==> config.mk <==
export PLATFORM = sky130hd
export DESIGN_NAME = giq_queue
export DESIGN_NICKNAME = d
export VERILOG_FILES = /design/src/sv/giq_pkg.sv /design/src/sv/giq_queue.sv
export SDC_FILE = /design/constraint.sdc
export NUM_CORES = 1
export LEC_CHECK = 0
export BUFFER_PORTS_ARGS = -buffer_cell sky130_fd_sc_hd__buf_4
export CAP_MARGIN = 20
export CORE_MARGIN = 5
export CORE_UTILIZATION = 55
export CTS_CLUSTER_DIAMETER = 80
export DETAILED_ROUTE_END_ITERATION = 8
export PLACE_DENSITY = 0.87
export SETUP_SLACK_MARGIN = 0.3
export SLEW_MARGIN = 20
export SYNTH_ARGS = -nofsm -noshare
export SYNTH_HDL_FRONTEND = slang
export SYNTH_SLANG_ARGS = --single-unit
==> constraint.sdc <==
create_clock -name i_clk -period 8.8 [get_ports i_clk]
set_input_delay 0.44 -clock i_clk [delete_from_list [all_inputs] [get_ports i_clk]]
set_output_delay 0.44 -clock i_clk [all_outputs]
set_load 0.01 [all_outputs]
==> src/sv/giq_pkg.sv <==
// ----------------------------------------------------------------------------
// giq_pkg
// shared types and constants of the gene interval overlap query block
// ----------------------------------------------------------------------------
package giq_pkg;

    localparam int COORD_BITS  = 40;
    localparam int SLOT_BITS   = 16;
    localparam int IDENT_BITS  = 20;
    localparam int ALIGN_BITS  = 8;
    localparam int LEN_BITS    = 32;
    localparam int COUNT_BITS  = 17;
    localparam int FILTER_BITS = 2;
    localparam int CFG_W       = 17;
    localparam int END_BITS    = COORD_BITS + 1;
    localparam int QUEUE_DEPTH = 4;

    localparam logic [1:0] CMD_LOAD     = 2'd0;
    localparam logic [1:0] CMD_NEW_READ = 2'd1;
    localparam logic [1:0] CMD_QUERY    = 2'd2;

    localparam logic CFG_FILTER = 1'b0;
    localparam logic CFG_COUNT  = 1'b1;

    localparam logic [FILTER_BITS-1:0] FILTER_ANY  = 2'b11;
    localparam logic [FILTER_BITS-1:0] FILTER_NONE = 2'b10;

    typedef struct packed {
        logic [1:0]            cmd;
        logic [SLOT_BITS-1:0]  gene_slot;
        logic [COORD_BITS-1:0] gene_start;
        logic [COORD_BITS-1:0] gene_end;
        logic [COORD_BITS-1:0] gene_max_end;
        logic                  gene_strand;
        logic [IDENT_BITS-1:0] gene_ident;
        logic [ALIGN_BITS-1:0] align_number;
        logic [COORD_BITS-1:0] block_start;
        logic [LEN_BITS-1:0]   block_length;
        logic                  align_strand;
        logic                  first_block;
    } t_req;

    typedef struct packed {
        logic [IDENT_BITS-1:0] hit_gene;
        logic [ALIGN_BITS-1:0] hit_align;
        logic                  new_for_read;
        logic                  hit_valid;
        logic                  set_overflow;
        logic                  last;
    } t_rsp;

    typedef struct packed {
        logic [COORD_BITS-1:0] start_pos;
        logic [COORD_BITS-1:0] end_pos;
        logic [COORD_BITS-1:0] max_end;
        logic                  strand;
        logic [IDENT_BITS-1:0] ident;
    } t_row;

    typedef struct packed {
        logic [1:0]            cmd;
        logic                  slot_ok;
        logic [SLOT_BITS-1:0]  slot;
        t_row                  row;
        logic [ALIGN_BITS-1:0] align_number;
        logic [COORD_BITS-1:0] block_start;
        logic [END_BITS-1:0]   block_end;
        logic                  no_end;
        logic                  align_strand;
        logic                  first_block;
    } t_job;

    typedef struct packed {
        logic [FILTER_BITS-1:0] strand_filter;
        logic [COUNT_BITS-1:0]  gene_count;
    } t_cfg;

    typedef enum logic [2:0] {
        ST_IDLE,
        ST_LAST,
        ST_FIRST,
        ST_STEP,
        ST_BIN,
        ST_FWD,
        ST_WALK,
        ST_TERM
    } t_state;

endpackage

==> src/sv/giq_queue.sv <==
// ----------------------------------------------------------------------------
// giq_queue
// small request queue between the front and the search engine
// ----------------------------------------------------------------------------
module giq_queue
    import giq_pkg::*;
(
    input  logic i_clk,
    input  logic i_rst_n,
    input  logic i_push,
    input  t_job i_job,
    output logic o_full,
    input  logic i_pop,
    output logic o_valid,
    output t_job o_job
);

    localparam int PW = $clog2(QUEUE_DEPTH);
    localparam int CW = $clog2(QUEUE_DEPTH + 1);

    t_job          r_mem [QUEUE_DEPTH];
    logic [PW-1:0] r_wp;
    logic [PW-1:0] r_rp;
    logic [CW-1:0] r_cnt;

    assign o_full  = r_cnt == CW'(QUEUE_DEPTH);
    assign o_valid = r_cnt != '0;
    assign o_job   = r_mem[r_rp];

    always_ff @(posedge i_clk) begin
        if (i_push) begin
            r_mem[r_wp] <= i_job;
        end
    end

    always_ff @(posedge i_clk) begin
        if (!i_rst_n) begin
            r_wp  <= '0;
            r_rp  <= '0;
            r_cnt <= '0;
        end else begin
            if (i_push) begin
                r_wp <= r_wp + PW'(1);
            end
            if (i_pop) begin
                r_rp <= r_rp + PW'(1);
            end
            if (i_push && !i_pop) begin
                r_cnt <= r_cnt + CW'(1);
            end else if (!i_push && i_pop) begin
                r_cnt <= r_cnt - CW'(1);
            end
        end
    end

endmodule

==> impl_results.md <==
- Global route total overflow: 0
- R2R depth: 4
- Reg2reg end: r_mem[3][243]
- R2r startpoint: r_wp[0]
- TritonRoute pass-1 iters: 5
- Max-Cap Viols: 0
- Max VDD drop: 0.2291 mV
- Final GP Congestion: just under 0.8
- Core area: 66100 um2
- Max-slew headroom: a little under a quarter
- Hold path cells: 2
- Synth Register Bits: just over 1000
- Vias in the first global route: roughly 20000
- Setup TNS Final: 0 ns
- CTS clock-pin slew for the worst setup and hold paths: around 0.070 ns
- GRT met1 Usage: around 32%
- Final clock period utilization by the worst path: between 40% and 50%
- Post-DR wirelength/cell: 30.24 um
- CTS Buffer Depth: 3
- Final Critical Period: 3.670 ns
- Slowest-stage cell, CP: dfxtp_4
- Setup CP Type: register to output pin
- Worst-Skew Late Latency: around 0.65 ns
- Worst slew pin tran: about 1.2 ns
- Met2 usage: a little under half
- Die area: ~72000 um2
- HP Start: i_rst_n
- Critical path peak fanout: ~70
- Pwr/cell area: 239.3 nW/um2
- H-tree depth: 3
- Worst path cell trace: buf_4 -> mux4_2 -> buf_4
- Share of cells above drive strength 1: approximately 41%
- Largest net degree at the start of global routing: around 140
- Worst Path Required: about 8.4 ns
- GR peak layer: met2
- Worst Skew: about 0.032 ns
- Synth Instances: approximately 1400
- Commonest non-fill, non-tap cells in the layout: edfxtp_1 (1008), buf_4 (514), mux4_2 (252), dlygate4sd3_1 (252), clkbuf_16 (100)
- Site row count: 94
- Vias per cell: 5.988
- Initial antenna violation count: 13
- Status: finished clean
- Clock sink count: between 1000 and 1500
- TritonCTS buffer count: ~100
- Data arrival time of the critical path: 3.23 ns
- Routed Antenna Nets: 0
- First-pass GRT wire length: between 100000 and 150000 um
- CP most frequent cell: buf_4
- CP startpoint kind: register
- P_leak: 16.09 nW
- Residual DRC: 0
- Port Buf Inserts: between 500 and 600
- Syn_nets: between 1500 and 2000
- Post-DP HPWL: about 48000 um
- First DRT Iteration DRCs: 2244
- Seq/Total Area, Yosys: 82.76%
- Layout filler cell count: about 3400
- Crit. End Element: output pin
- Syn_area_per_cell: 27.07 um2
- Place WS: 5.424 ns
- Yosys cell types: 20
- Netlist area before placement: between 30000 and 40000 um2
- Die outline width: approximately 270 um
- Hold WC Path Type: primary input to register
- Slew Viols, Final: 0
- Io pins: between 500 and 600
- Final hold vios: 0
- Most common cell after layout, fill and taps aside: edfxtp_1
- Vias: approximately 19000
- WL final: around 95000 um
- Reg2reg setup slack: 5.20 ns
- CTS root buf: clkbuf_16
- Setup Buffers After CTS: 0
- Initial Utilization: around 56%
- Ys Warns: 0
- RSZ-0062 raised after global routing: false
- PnR worst setup slack: between 5 and 6 ns
- GRT Overall Usage: approximately a quarter
- Fin nets: between 2000 and 2500
- Hold Path End: r_wp[0]
- Post-CTS sizing: 0
- Peak Freq: 272.5 MHz
- Met3 Track Usage GR: 7.099%
- Die Y: about 270 um
- Final setup violation count: 0
- TritonCTS clock tree: done
- Syn-to-layout area delta: 28.92%
- Slowest stage delay, CP: approximately 0.90 ns
metal layers:
layer / vias up / wire (um) / part of all wire [%]
met5: - / 13 / 0.014
met4: 2 / 2849 / 3.0
met3: 204 / 9173 / 9.7
met2: 1236 / 50810 / 53
met1: 9793 / 32130 / 34
li1: 7572 / - / -
synth_stat cells (all sizes together):
master	number	share of area (%)
xor2	3	0.071
nor3b	1	0.020
edfxtp	1008	82
mux2i	2	0.054
nor2b	2	0.034
nand2	1	0.010
o21ai	1	0.014
and2	9	0.15
buf	50	1.0
ha	5	0.17
or3	2	0.034
dfxtp	9	0.49
inv	4	0.041
xnor2	2	0.048
mux4	252	15
a21boi	1	0.020
clkbuf	6	0.061
fa	1	0.054
final cells by class:
cell class,instances,area [um2],share of cell area (%)
Sequential cell,1017,30460,64.21
Timing Repair Buffer,774,6549,13.81
Antenna cell,15,37.54,0.07913
Tap cell,864,1081,2.279
Clock buffer,114,2555,5.386
Multi-Input combinational cell,282,5937,12.52
Inverter,4,15.01,0.03165
Clock inverter,71,803.3,1.693
flip-flops by register name (all words and copies together), names as in the netlist, named ones only:
| signal | count |
|---|---|
| r_wp | 2 |
| r_rp | 2 |
| r_cnt | 3 |
| r_mem | 1008 |
critical path: cells and delay by family (launching register included):
family	cells	cell delay, ns
muxes	1	0.47
buffers and inverters	2	1.07
DFF	1	0.90
kinds of logic after synthesis:
logic type | share of synthesized area, %
fa+ha+maj | 0.2244
simple gates | 0.2516
buf+inv | 1.136
mux | 15.48
flops | 82.76
compound gates | 0.03400
xor+xnor | 0.1190
stage by stage:
stage                     hold slack, ns  total power, mW  utilization, %  area [um2]  std cells
final                            0.07539            11.35           71.76       47430       3141
after detailed placement          0.5028            6.898           62.77       41490       2688
after global placement            0.4796            6.844           62.77       41490       2688
after floorplan                   0.4674            6.360               -       36790       1359
after CTS                        0.02123            11.30           71.66       47370       3125
after global routing             0.05380            11.71           71.74       47420       3136
repair_timing:
item,in CTS,in global routing
endpoints found under the setup margin,0,0
hold buffers,252,0
endpoints found under the hold margin,1008,0
where the power goes:
| group | switching [mW] | total (mW) | leakage [nW] | internal [mW] |
|---|---|---|---|---|
| registers | 0.0872 | 5.66 | 9.33 | 5.57 |
| logic | 0.652 | 1.30 | 5.11 | 0.646 |
| clock network | 1.87 | 4.39 | 1.65 | 2.52 |
worst max path at each step:
stage	start	to	slack, ns	cells past startpoint
6_report	register	o_job[210]	5.13	3
3_3_place_gp	i_push	r_mem[3][78]	5.41	4
3_5_place_dp	i_push	r_mem[3][153]	5.42	4
2_1_floorplan	r_wp[0]	r_mem[0][0]	1.90	3
4_1_cts	register	o_job[142]	4.87	3
5_1_grt	register	o_job[222]	4.89	4
Note: power is estimated with default switching activity, not from simulation.
