$ cat config.mk
export PLATFORM = sky130hd
export DESIGN_NAME = giq_front
export DESIGN_NICKNAME = d
export VERILOG_FILES = /design/src/sv/giq_pkg.sv /design/src/sv/giq_front.sv
export SDC_FILE = /design/constraint.sdc
export NUM_CORES = 1
export LEC_CHECK = 0
export BUFFER_PORTS_ARGS = -buffer_cell sky130_fd_sc_hd__buf_2
export CAP_MARGIN = 20
export CORE_AREA = 2 2 195 197
export DETAILED_ROUTE_END_ITERATION = 10
export DIE_AREA = 0 0 197 199
export RECOVER_POWER = 25
export SYNTH_ARGS = -nofsm -noshare
export SYNTH_HDL_FRONTEND = slang
export SYNTH_SLANG_ARGS = --single-unit
export TNS_END_PERCENT = 1
$ cat constraint.sdc
create_clock -name vclk -period 6.86
set_input_delay 1.372 -clock vclk [all_inputs]
set_output_delay 1.372 -clock vclk [all_outputs]
set_load 0.01 [all_outputs]
$ cat src/sv/giq_pkg.sv
// ----------------------------------------------------------------------------
// giq_pkg
// shared types and constants of the gene interval overlap query block
// ----------------------------------------------------------------------------
package giq_pkg;

    localparam int COORD_BITS  = 40;
    localparam int SLOT_BITS   = 16;
    localparam int IDENT_BITS  = 20;
    localparam int ALIGN_BITS  = 8;
    localparam int LEN_BITS    = 32;
    localparam int COUNT_BITS  = 17;
    localparam int FILTER_BITS = 2;
    localparam int CFG_W       = 17;
    localparam int END_BITS    = COORD_BITS + 1;
    localparam int QUEUE_DEPTH = 4;

    localparam logic [1:0] CMD_LOAD     = 2'd0;
    localparam logic [1:0] CMD_NEW_READ = 2'd1;
    localparam logic [1:0] CMD_QUERY    = 2'd2;

    localparam logic CFG_FILTER = 1'b0;
    localparam logic CFG_COUNT  = 1'b1;

    localparam logic [FILTER_BITS-1:0] FILTER_ANY  = 2'b11;
    localparam logic [FILTER_BITS-1:0] FILTER_NONE = 2'b10;

    typedef struct packed {
        logic [1:0]            cmd;
        logic [SLOT_BITS-1:0]  gene_slot;
        logic [COORD_BITS-1:0] gene_start;
        logic [COORD_BITS-1:0] gene_end;
        logic [COORD_BITS-1:0] gene_max_end;
        logic                  gene_strand;
        logic [IDENT_BITS-1:0] gene_ident;
        logic [ALIGN_BITS-1:0] align_number;
        logic [COORD_BITS-1:0] block_start;
        logic [LEN_BITS-1:0]   block_length;
        logic                  align_strand;
        logic                  first_block;
    } t_req;

    typedef struct packed {
        logic [IDENT_BITS-1:0] hit_gene;
        logic [ALIGN_BITS-1:0] hit_align;
        logic                  new_for_read;
        logic                  hit_valid;
        logic                  set_overflow;
        logic                  last;
    } t_rsp;

    typedef struct packed {
        logic [COORD_BITS-1:0] start_pos;
        logic [COORD_BITS-1:0] end_pos;
        logic [COORD_BITS-1:0] max_end;
        logic                  strand;
        logic [IDENT_BITS-1:0] ident;
    } t_row;

    typedef struct packed {
        logic [1:0]            cmd;
        logic                  slot_ok;
        logic [SLOT_BITS-1:0]  slot;
        t_row                  row;
        logic [ALIGN_BITS-1:0] align_number;
        logic [COORD_BITS-1:0] block_start;
        logic [END_BITS-1:0]   block_end;
        logic                  no_end;
        logic                  align_strand;
        logic                  first_block;
    } t_job;

    typedef struct packed {
        logic [FILTER_BITS-1:0] strand_filter;
        logic [COUNT_BITS-1:0]  gene_count;
    } t_cfg;

    typedef enum logic [2:0] {
        ST_IDLE,
        ST_LAST,
        ST_FIRST,
        ST_STEP,
        ST_BIN,
        ST_FWD,
        ST_WALK,
        ST_TERM
    } t_state;

endpackage

$ cat src/sv/giq_front.sv
// ----------------------------------------------------------------------------
// giq_front
// accepts requests, checks load slots and forms the block end for queries
// ----------------------------------------------------------------------------
module giq_front
    import giq_pkg::*;
#(
    parameter int GENE_DEPTH = 65536
) (
    input  logic i_req_valid,
    input  t_req i_req,
    output logic o_req_ready,
    input  logic i_full,
    output logic o_push,
    output t_job o_job
);

    localparam int WIDE = 21;

    logic [WIDE-1:0] slot_wide;

    assign slot_wide   = WIDE'(i_req.gene_slot);
    assign o_req_ready = !i_full;
    assign o_push      = i_req_valid && !i_full;

    always_comb begin
        o_job.cmd           = i_req.cmd;
        o_job.slot          = i_req.gene_slot;
        o_job.slot_ok       = slot_wide < WIDE'(GENE_DEPTH);
        o_job.row.start_pos = i_req.gene_start;
        o_job.row.end_pos   = i_req.gene_end;
        o_job.row.max_end   = i_req.gene_max_end;
        o_job.row.strand    = i_req.gene_strand;
        o_job.row.ident     = i_req.gene_ident;
        o_job.align_number  = i_req.align_number;
        o_job.block_start   = i_req.block_start;
        // zero length gives start - 1, one extra bit holds the carry
        o_job.block_end     = END_BITS'(i_req.block_start) + END_BITS'(i_req.block_length)
                              - END_BITS'(1);
        o_job.no_end        = (i_req.block_length == '0) && (i_req.block_start == '0);
        o_job.align_strand  = i_req.align_strand;
        o_job.first_block   = i_req.first_block;
    end

endmodule

==> results of run 1 <==
-- synthesized netlist by cell type (all sizes together) --
master / instances / share of area, %
a2111oi: 1 / 0.19
a211o: 1 / 0.19
a211oi: 6 / 1.1
a21boi: 2 / 0.40
a21o: 13 / 2.1
a21oi: 38 / 4.1
a221o: 1 / 0.21
a221oi: 2 / 0.37
a311oi: 1 / 0.32
a31o: 1 / 0.19
a31oi: 4 / 0.53
a41oi: 2 / 0.53
and2: 2 / 0.27
and3: 2 / 0.27
and4: 1 / 0.19
buf: 210 / 34
clkbuf: 5 / 0.40
conb: 1 / 0.080
fa: 1 / 0.43
ha: 75 / 20
inv: 150 / 12
nand2: 24 / 2.0
nand2b: 3 / 0.40
nand3: 7 / 0.74
nand3b: 1 / 0.16
nand4: 10 / 1.3
nor2: 24 / 1.9
nor2b: 2 / 0.27
nor3: 5 / 0.74
nor4: 17 / 2.3
o211ai: 2 / 0.32
o21a: 6 / 0.96
o21ai: 21 / 2.3
o21bai: 8 / 1.3
o31a: 1 / 0.19
o31ai: 3 / 0.48
o41ai: 1 / 0.35
or3: 1 / 0.13
or4: 1 / 0.24
or4b: 1 / 0.21
xnor2: 24 / 4.5
xor2: 11 / 2.0
-- power by group --
| group | leakage (nW) | switching, mW | total (mW) | internal (mW) |
|---|---|---|---|---|
| Combinational | 2.44 | 0.345 | 0.563 | 0.218 |
| Sequential | 0 | 0 | 0 | 0 |
| Clock | 0.00000634 | 0 | 0.0000000195 | 0.0000000195 |
| Total | 2.44 | 0.345 | 0.563 | 0.218 |
-- per-layer routing --
metal / part of all wire (%) / wire length [microns] / GRT usage, % / up-vias
li1: - / - / - / 1906
met3: 8.9 / 1640 / 2.76 / 106
met4: 5.6 / 1030 / 4.59 / 12
met1: 37 / 6880 / 9.36 / 1795
met2: 47 / 8720 / 16.0 / 220
met5: 0.69 / 126 / 1.02 / -
-- layout make-up --
cell class | count | area [sq um]
Fill cell | 4374 | 32600
Inverter | 150 | 563
Timing Repair Buffer | 158 | 791
Multi-Input combinational cell | 327 | 2550
Tap cell | 474 | 593
Antenna cell | 1 | 2.50
-- worst max-delay path by stage --
stage               cells after the start         to  slack, ns      start
finish                                 16  o_job[36]       1.00  i_req[35]
global route                           15  o_job[38]       0.58   i_req[3]
CTS                                    15  o_job[42]       0.92   i_req[3]
detailed placement                     15  o_job[42]       0.94   i_req[3]
global placement                       15  o_job[42]        1.0   i_req[3]
floorplan                              14  o_job[36]       1.70   i_req[3]
-- per-stage QoR --
| step | hold slack (ns) | total power [mW] |
|---|---|---|
| after floorplan | 2.79 | 0.455 |
| after global placement | 2.74 | 0.577 |
| after detailed placement | 2.74 | 0.580 |
| after CTS | 2.74 | 0.583 |
| after global routing | 2.74 | 0.635 |
| final | 2.74 | 0.563 |
-- cell families after synthesis --
family	count (synthesis)	synth area share, %
other cells	1	0.0797
buf+inv	365	45.9
compound gates	114	16.1
xor+xnor	35	6.52
simple gates	101	11.1
fa+ha+maj	76	20.4
==> reports/qor.yml, run 1 <==
grt:
  grt_start_max_net_pins: 8
  grt.overflow.total: 0
  grt_pass1_wl_microns: 25600
  antenna_found_initial: 6
  track_usage_pct: 8.92
  first_global_vias: 4054
sta:
  worst_pin_slew_ns: 0.713
  hold_viol_final: 0
  drv_slew: 0
  max_freq_ghz: 0.171
  fin_ws_ns: 1.00
  period_needed_ns: 5.86
  grt_setup_unrepaired: "no"
  finalSetupViolCount: 0
  tns_ns: 0
  fin_crit_sh_pct: 85.4
  timing.max_slew.rel_slack_pct: 51.2
power_and_ir_drop:
  total_leakage_power_nw: 2.44
  powerDensity_mw_per_mm2: 125
  ir_drop_mv: 0.0371
final_layout:
  final_common_cell: "buf_2"
  final_nets: 956
  drive_above_1_share_pct: 26.9
  stdcell_area_sq_mm: 0.00450
  area_growth_pct: -4.44
  fin_cells: 1110
  nClkBuffers: 0
  seq_cell_count: 0
  final_cell_mix: "158 x buf_2, 150 x inv_1, 75 x ha_1, 37 x a21oi_1"
  register_area_sq_um: 0
  fin_util_pct: 12.1
floorplanning:
  initial_core_util_pct: 12.7
  ios: 497
  die_area_sq_mm: 0.0392
  die_x_microns: 197
  rows: 71
  die_h_microns: 199
  core_sq_mm: 0.0371
synth:
  synth_cells: 692
  synth.distinct_cells: 50
  ys_seq_area_share_pct: 0
  syn-num-nets: 1011
  syn_avg_cell_area_sq_um: 6.80
  syn_area_sq_mm: 0.00470
  yosys_warnings: 0
job:
  drv_cap: 0
setup_path:
  crit_slowest_cell: "fa_1"
  worst-path-max-fanout: 3
  slowest_delay_ns: 0.43
  cpLargestDelayFamily: "compound AO/OA/AOI/OAI gates"
  critPathBufInv: 4
  cp.arrival_ns: 4.48
  cp_data_required_time_ns: 5.49
  path_cells: "buf_2 -> inv_1 -> ha_1 -> inv_1 -> ha_1 -> fa_1 -> a211oi_1 -> o21ai_1 -> o211ai_1 -> a2111oi_0 -> nand2b_1 -> a21boi_2 -> o21ai_2 -> a211oi_2 -> xnor2_1 -> buf_2"
  endpoint_kind: "output port"
  path_class: "input pin to output port"
  cp-start-kind: "input pin"
drt:
  wirelength_microns: 18400
  first_pass_iters: 4
  ant_nets: 0
  dr_total_vias: 4039
  drt_iter0_markers: 111
  wl_per_cell_microns: 16.6
  route.detailed.drc: 0
  vias_per_cell: 3.64
placed_design:
  detailed_place.area_sq_mm: 0.00449
  port_buffers: 158
  place_congestion: 0.772
  dp.cells: 1109
  hpwlAfterDp_microns: 16900
  pre_cts_ws_ns: 0.935
clocking:
  cts_hold_buf: 0
  cts_setup_buffers: 0
  cts_resized: 0
hold_path:
  hold_class: "input pin to output port"
  hp-start: "i_req[105]"
  whs_path_depth: 0
  hold_end: "o_job[115]"
outcome:
  status: "finished, final reports clean"
Note: power is estimated with default switching activity, not from simulation.
==> run 2: changes to the inputs <==
--- a/config.mk
+++ b/config.mk
@@ -7,9 +7,12 @@
 export LEC_CHECK = 0
 export BUFFER_PORTS_ARGS = -buffer_cell sky130_fd_sc_hd__buf_2
 export CAP_MARGIN = 20
-export CORE_AREA = 2 2 195 197
+export CELL_PAD_IN_SITES_DETAIL_PLACEMENT = 2
+export CELL_PAD_IN_SITES_GLOBAL_PLACEMENT = 2
+export CORE_AREA = 2 2 191 193
 export DETAILED_ROUTE_END_ITERATION = 10
-export DIE_AREA = 0 0 197 199
+export DIE_AREA = 0 0 193 195
+export PLACE_DENSITY_LB_ADDON = 0.1
 export RECOVER_POWER = 25
 export SYNTH_ARGS = -nofsm -noshare
 export SYNTH_HDL_FRONTEND = slang
==> run 2 against run 1 <==
Net effect: global-route usage rose by 0.081 points; sequential share of layout area did not move; flip-flop and latch count did not move; critical path depth stayed put; die area decreased by 4.0%; cell area is 0.42% lower; hold slack did not move; critical path type unchanged; largest power group unchanged.
==> reports/qor.yml, run 2 (synthesis gave the netlist of run 1 again) <==
final_layout:
  drive_above_1_share_pct: 26.9
  register_area_sq_um: 0
  seq_cell_count: 0
  fin_util_pct: 12.6
  area_growth_pct: -4.84
  fin_cells: 1096
  nClkBuffers: 0
  final_common_cell: "buf_2"
  final_nets: 956
  num_antenna_cells: 0
  n_fill_cell: 4280
  final_cell_mix: "158 x buf_2, 150 x inv_1, 75 x ha_1, 37 x a21oi_1"
  multi_input_area_sq_mm: 0.00255
setup_path:
  path_class: "input pin to output port"
  cp.arrival_ns: 4.56
  endpoint_kind: "output port"
  worst-path-max-fanout: 3
  cp_data_required_time_ns: 5.49
  cp-start-kind: "input pin"
drt:
  first_pass_iters: 4
  wl_per_cell_microns: 16.2
  dr_total_vias: 3991
  wl_met2_microns: 8660
  vias_per_cell: 3.64
  route.detailed.drc: 0
  dr_wl_met3_microns: 1250
  top_layer_used: "met4"
  drt_iter0_markers: 88
  wirelength_microns: 17800
  met1_length_microns: 7260
  ant_nets: 0
clocking:
  cts_hold_buf: 0
  cts_resized: 0
  cts_setup_buffers: 0
grt:
  antenna_found_initial: 0
  grt_pass1_wl_microns: 26600
  grt.overflow.total: 0
  first_global_vias: 4546
  track_usage_pct: 9.00
  grt_start_max_net_pins: 8
placed_design:
  hpwlAfterDp_microns: 16500
  port_buffers: 158
  place_congestion: 0.712
  pre_cts_ws_ns: 0.933
  dp.cells: 1096
floorplanning:
  die_x_microns: 193
  core_sq_mm: 0.0354
  die_h_microns: 195
  initial_core_util_pct: 13.3
  die_area_sq_mm: 0.0376
  ios: 497
  rows: 69
sta:
  worst_pin_slew_ns: 0.743
  grt_setup_unrepaired: "no"
  drv_slew: 0
  tns_ns: 0
  fin_ws_ns: 0.924
  max_freq_ghz: 0.168
  period_needed_ns: 5.94
  finalSetupViolCount: 0
  fin_crit_sh_pct: 86.5
  hold_viol_final: 0
  timing.max_slew.rel_slack_pct: 49.2
power_and_ir_drop:
  p_total_mw: 0.563
  ir_drop_mv: 0.0301
  powerDensity_mw_per_mm2: 126
  total_leakage_power_nw: 2.44
outcome:
  status: "finished, final reports clean"
hold_path:
  hold_end: "o_job[102]"
  hold_class: "input pin to output port"
  whs_path_depth: 0
  hp-start: "i_req[92]"
job:
  drv_cap: 0
==> run 2: layout make-up <==
type / count / share of cell area, %
multi-input cells: 327 / 56.9
inverters: 150 / 12.6
well taps: 461 / 12.9
repair buffers: 158 / 17.7
==> run 2: critical path: stages <==
cell and delay [ns]:
buf_2 0.10, inv_1 0.04, ha_1 0.26, inv_1 0.04
ha_1 0.23, fa_1 0.44, a211oi_1 0.36, o21ai_1 0.14
o211ai_1 0.19, a2111oi_0 0.25, nand2b_1 0.25, a21boi_2 0.21
o21ai_2 0.09, a211oi_2 0.24, xnor2_1 0.18, buf_2 0.17
==> run 2: per-layer routing <==
metal	track usage, %	vias up
met4	2.69	0
met5	0	-
li1	-	1910
met1	10.7	1840
met2	16.3	183
met3	1.69	58
==> run 2: through the flow <==
stage	cell area, sq um	hold slack [ns]
after floorplan	4700	2.79
after global placement	4480	2.74
after detailed placement	4480	2.74
after CTS	4480	2.74
after global routing	4480	2.74
final	4480	2.74
==> run 2: worst max-delay path by stage <==
stage                     cells past startpoint  startpoint  slack (ns)        end
after floorplan                              14    i_req[3]        1.70  o_job[36]
after detailed placement                     16   i_req[35]        0.93  o_job[36]
final                                        16   i_req[35]        0.92  o_job[36]
after global placement                       16   i_req[35]        0.96  o_job[36]
after CTS                                    16   i_req[35]        0.90  o_job[36]
after global routing                         16   i_req[35]        0.61  o_job[36]
==> run 2: power breakdown <==
| part | switching, mW | internal [mW] |
|---|---|---|
| Sequential | 0 | 0 |
| Combinational | 0.344 | 0.219 |
| Clock | 0 | 0 |
| Total | 0.344 | 0.219 |
==> run 3: changes to the inputs <==
--- a/config.mk
+++ b/config.mk
@@ -14,6 +14,7 @@
 export DIE_AREA = 0 0 193 195
 export PLACE_DENSITY_LB_ADDON = 0.1
 export RECOVER_POWER = 25
+export REMOVE_ABC_BUFFERS = 1
 export SYNTH_ARGS = -nofsm -noshare
 export SYNTH_HDL_FRONTEND = slang
 export SYNTH_SLANG_ARGS = --single-unit
==> run 3 against run 2 <==
Net effect: via count grew 7.1%; largest cell class unchanged; routed wire length increased to 3.0 times the previous value; core utilization unchanged; critical endpoint is now o_job[42].
==> reports/qor.yml, run 3 (synthesis gave the netlist of run 1 again) <==
clocking:
  cts_setup_buffers: 0
  cts_resized: 0
  cts_hold_buf: 0
drt:
  wl_per_cell_microns: 49.1
  dr_total_vias: 4274
  wirelength_microns: 53800
  vias_per_cell: 3.90
  route.detailed.drc: 0
  ant_nets: 0
  first_pass_iters: 4
  drt_iter0_markers: 141
placed_design:
  detailed_place.area_sq_mm: 0.00448
  place_congestion: 1.00
  hpwlAfterDp_microns: 52200
  port_buffers: 158
floorplanning:
  initial_core_util_pct: 13.3
  core_sq_mm: 0.0354
  ios: 497
  die_x_microns: 193
  die_area_sq_mm: 0.0376
  die_h_microns: 195
  rows: 69
grt:
  grt_start_max_net_pins: 8
  grt_pass1_wl_microns: 63900
  antenna_found_initial: 1
  track_usage_pct: 27.8
  first_global_vias: 4765
  grt.overflow.total: 0
final_layout:
  final_common_cell: "buf_2"
  final_nets: 956
  stdcell_area_sq_mm: 0.00448
  drive_above_1_share_pct: 26.9
  seq_cell_count: 0
  final_cell_mix: "158 x buf_2, 150 x inv_1, 75 x ha_1, 37 x a21oi_1"
  num_antenna_cells: 0
  register_area_sq_um: 0
  nClkBuffers: 0
  fin_util_pct: 12.6
  area_growth_pct: -4.84
setup_path:
  cp_data_required_time_ns: 5.49
  cp.arrival_ns: 4.57
  worst-path-max-fanout: 4
  critPathLaunch: "i_req[35]"
  path_class: "input pin to output port"
  endpoint_kind: "output port"
  cp-start-kind: "input pin"
  crit_path_end: "o_job[42]"
power_and_ir_drop:
  ir_drop_mv: 0.0310
  powerDensity_mw_per_mm2: 130
  p_total_mw: 0.584
  total_leakage_power_nw: 2.44
job:
  drv_cap: 0
sta:
  tns_ns: 0
  grt_setup_unrepaired: "no"
  timing.max_slew.rel_slack_pct: 44.6
  worst_pin_slew_ns: 0.821
  max_freq_ghz: 0.168
  fin_crit_sh_pct: 86.6
  hold_viol_final: 0
  finalSetupViolCount: 0
  period_needed_ns: 5.94
  drv_slew: 0
hold_path:
  whs_path_depth: 0
  hold_class: "input pin to output port"
outcome:
  status: "finished, final reports clean"
[run 3: cell counts in the layout (fill, tap and decap cells not counted)]
No cell type changed its count.
[run 3: per-stage QoR]
step | std cells | worst slack (ns) | hold slack [ns]
after global placement | 1096 | 0.953 | 2.74
after global routing | 1096 | 0.647 | 2.74
final | 1096 | 0.921 | 2.74
after detailed placement | 1096 | 0.872 | 2.74
after floorplan | 477 | 1.70 | 2.74
after CTS | 1096 | 0.840 | 2.74
[run 3: report_power, final]
part / switching (mW) / internal [mW] / leakage [nW]
logic: 0.364 / 0.220 / 2.44
clock network: 0 / 0 / 0
registers: 0 / 0 / 0
[run 3: area by class of cell]
type               count  area, sq um
repair buffers       158          791
fillers             4251        30900
inverters            150          563
well taps            461          577
multi-input cells    327         2550
[run 3: worst max-delay path, stage by stage]
cell and delay [ns]:
buf_2 0.11, inv_1 0.05, ha_1 0.26, inv_1 0.06, ha_1 0.21, fa_1 0.27
a211oi_1 0.12, o21ai_1 0.15, o211ai_1 0.17, a21oi_2 0.22, a31oi_1 0.21, o41ai_2 0.78
a41oi_2 0.23, xnor2_1 0.20, buf_2 0.16
[run 3: worst min-delay path by stage]
stage	start	end	slack, ns
after detailed placement	i_req[91]	o_job[101]	2.74
after global routing	i_req[159]	o_job[169]	2.74
final	i_req[159]	o_job[169]	2.74
after CTS	i_req[91]	o_job[101]	2.74
after global placement	i_req[91]	o_job[101]	2.74
after floorplan	i_req[0]	o_job[0]	2.74
[run 3: routing by layer]
metal  vias to the layer above  GRT usage [%]  part of all wire, %
met3                        22           38.7                   30
li1                       1900              -                    -
met1                      1869           12.8                   17
met4                         2           3.31                  2.2
met5                         -          0.928                0.030
met2                       481           52.2                   51
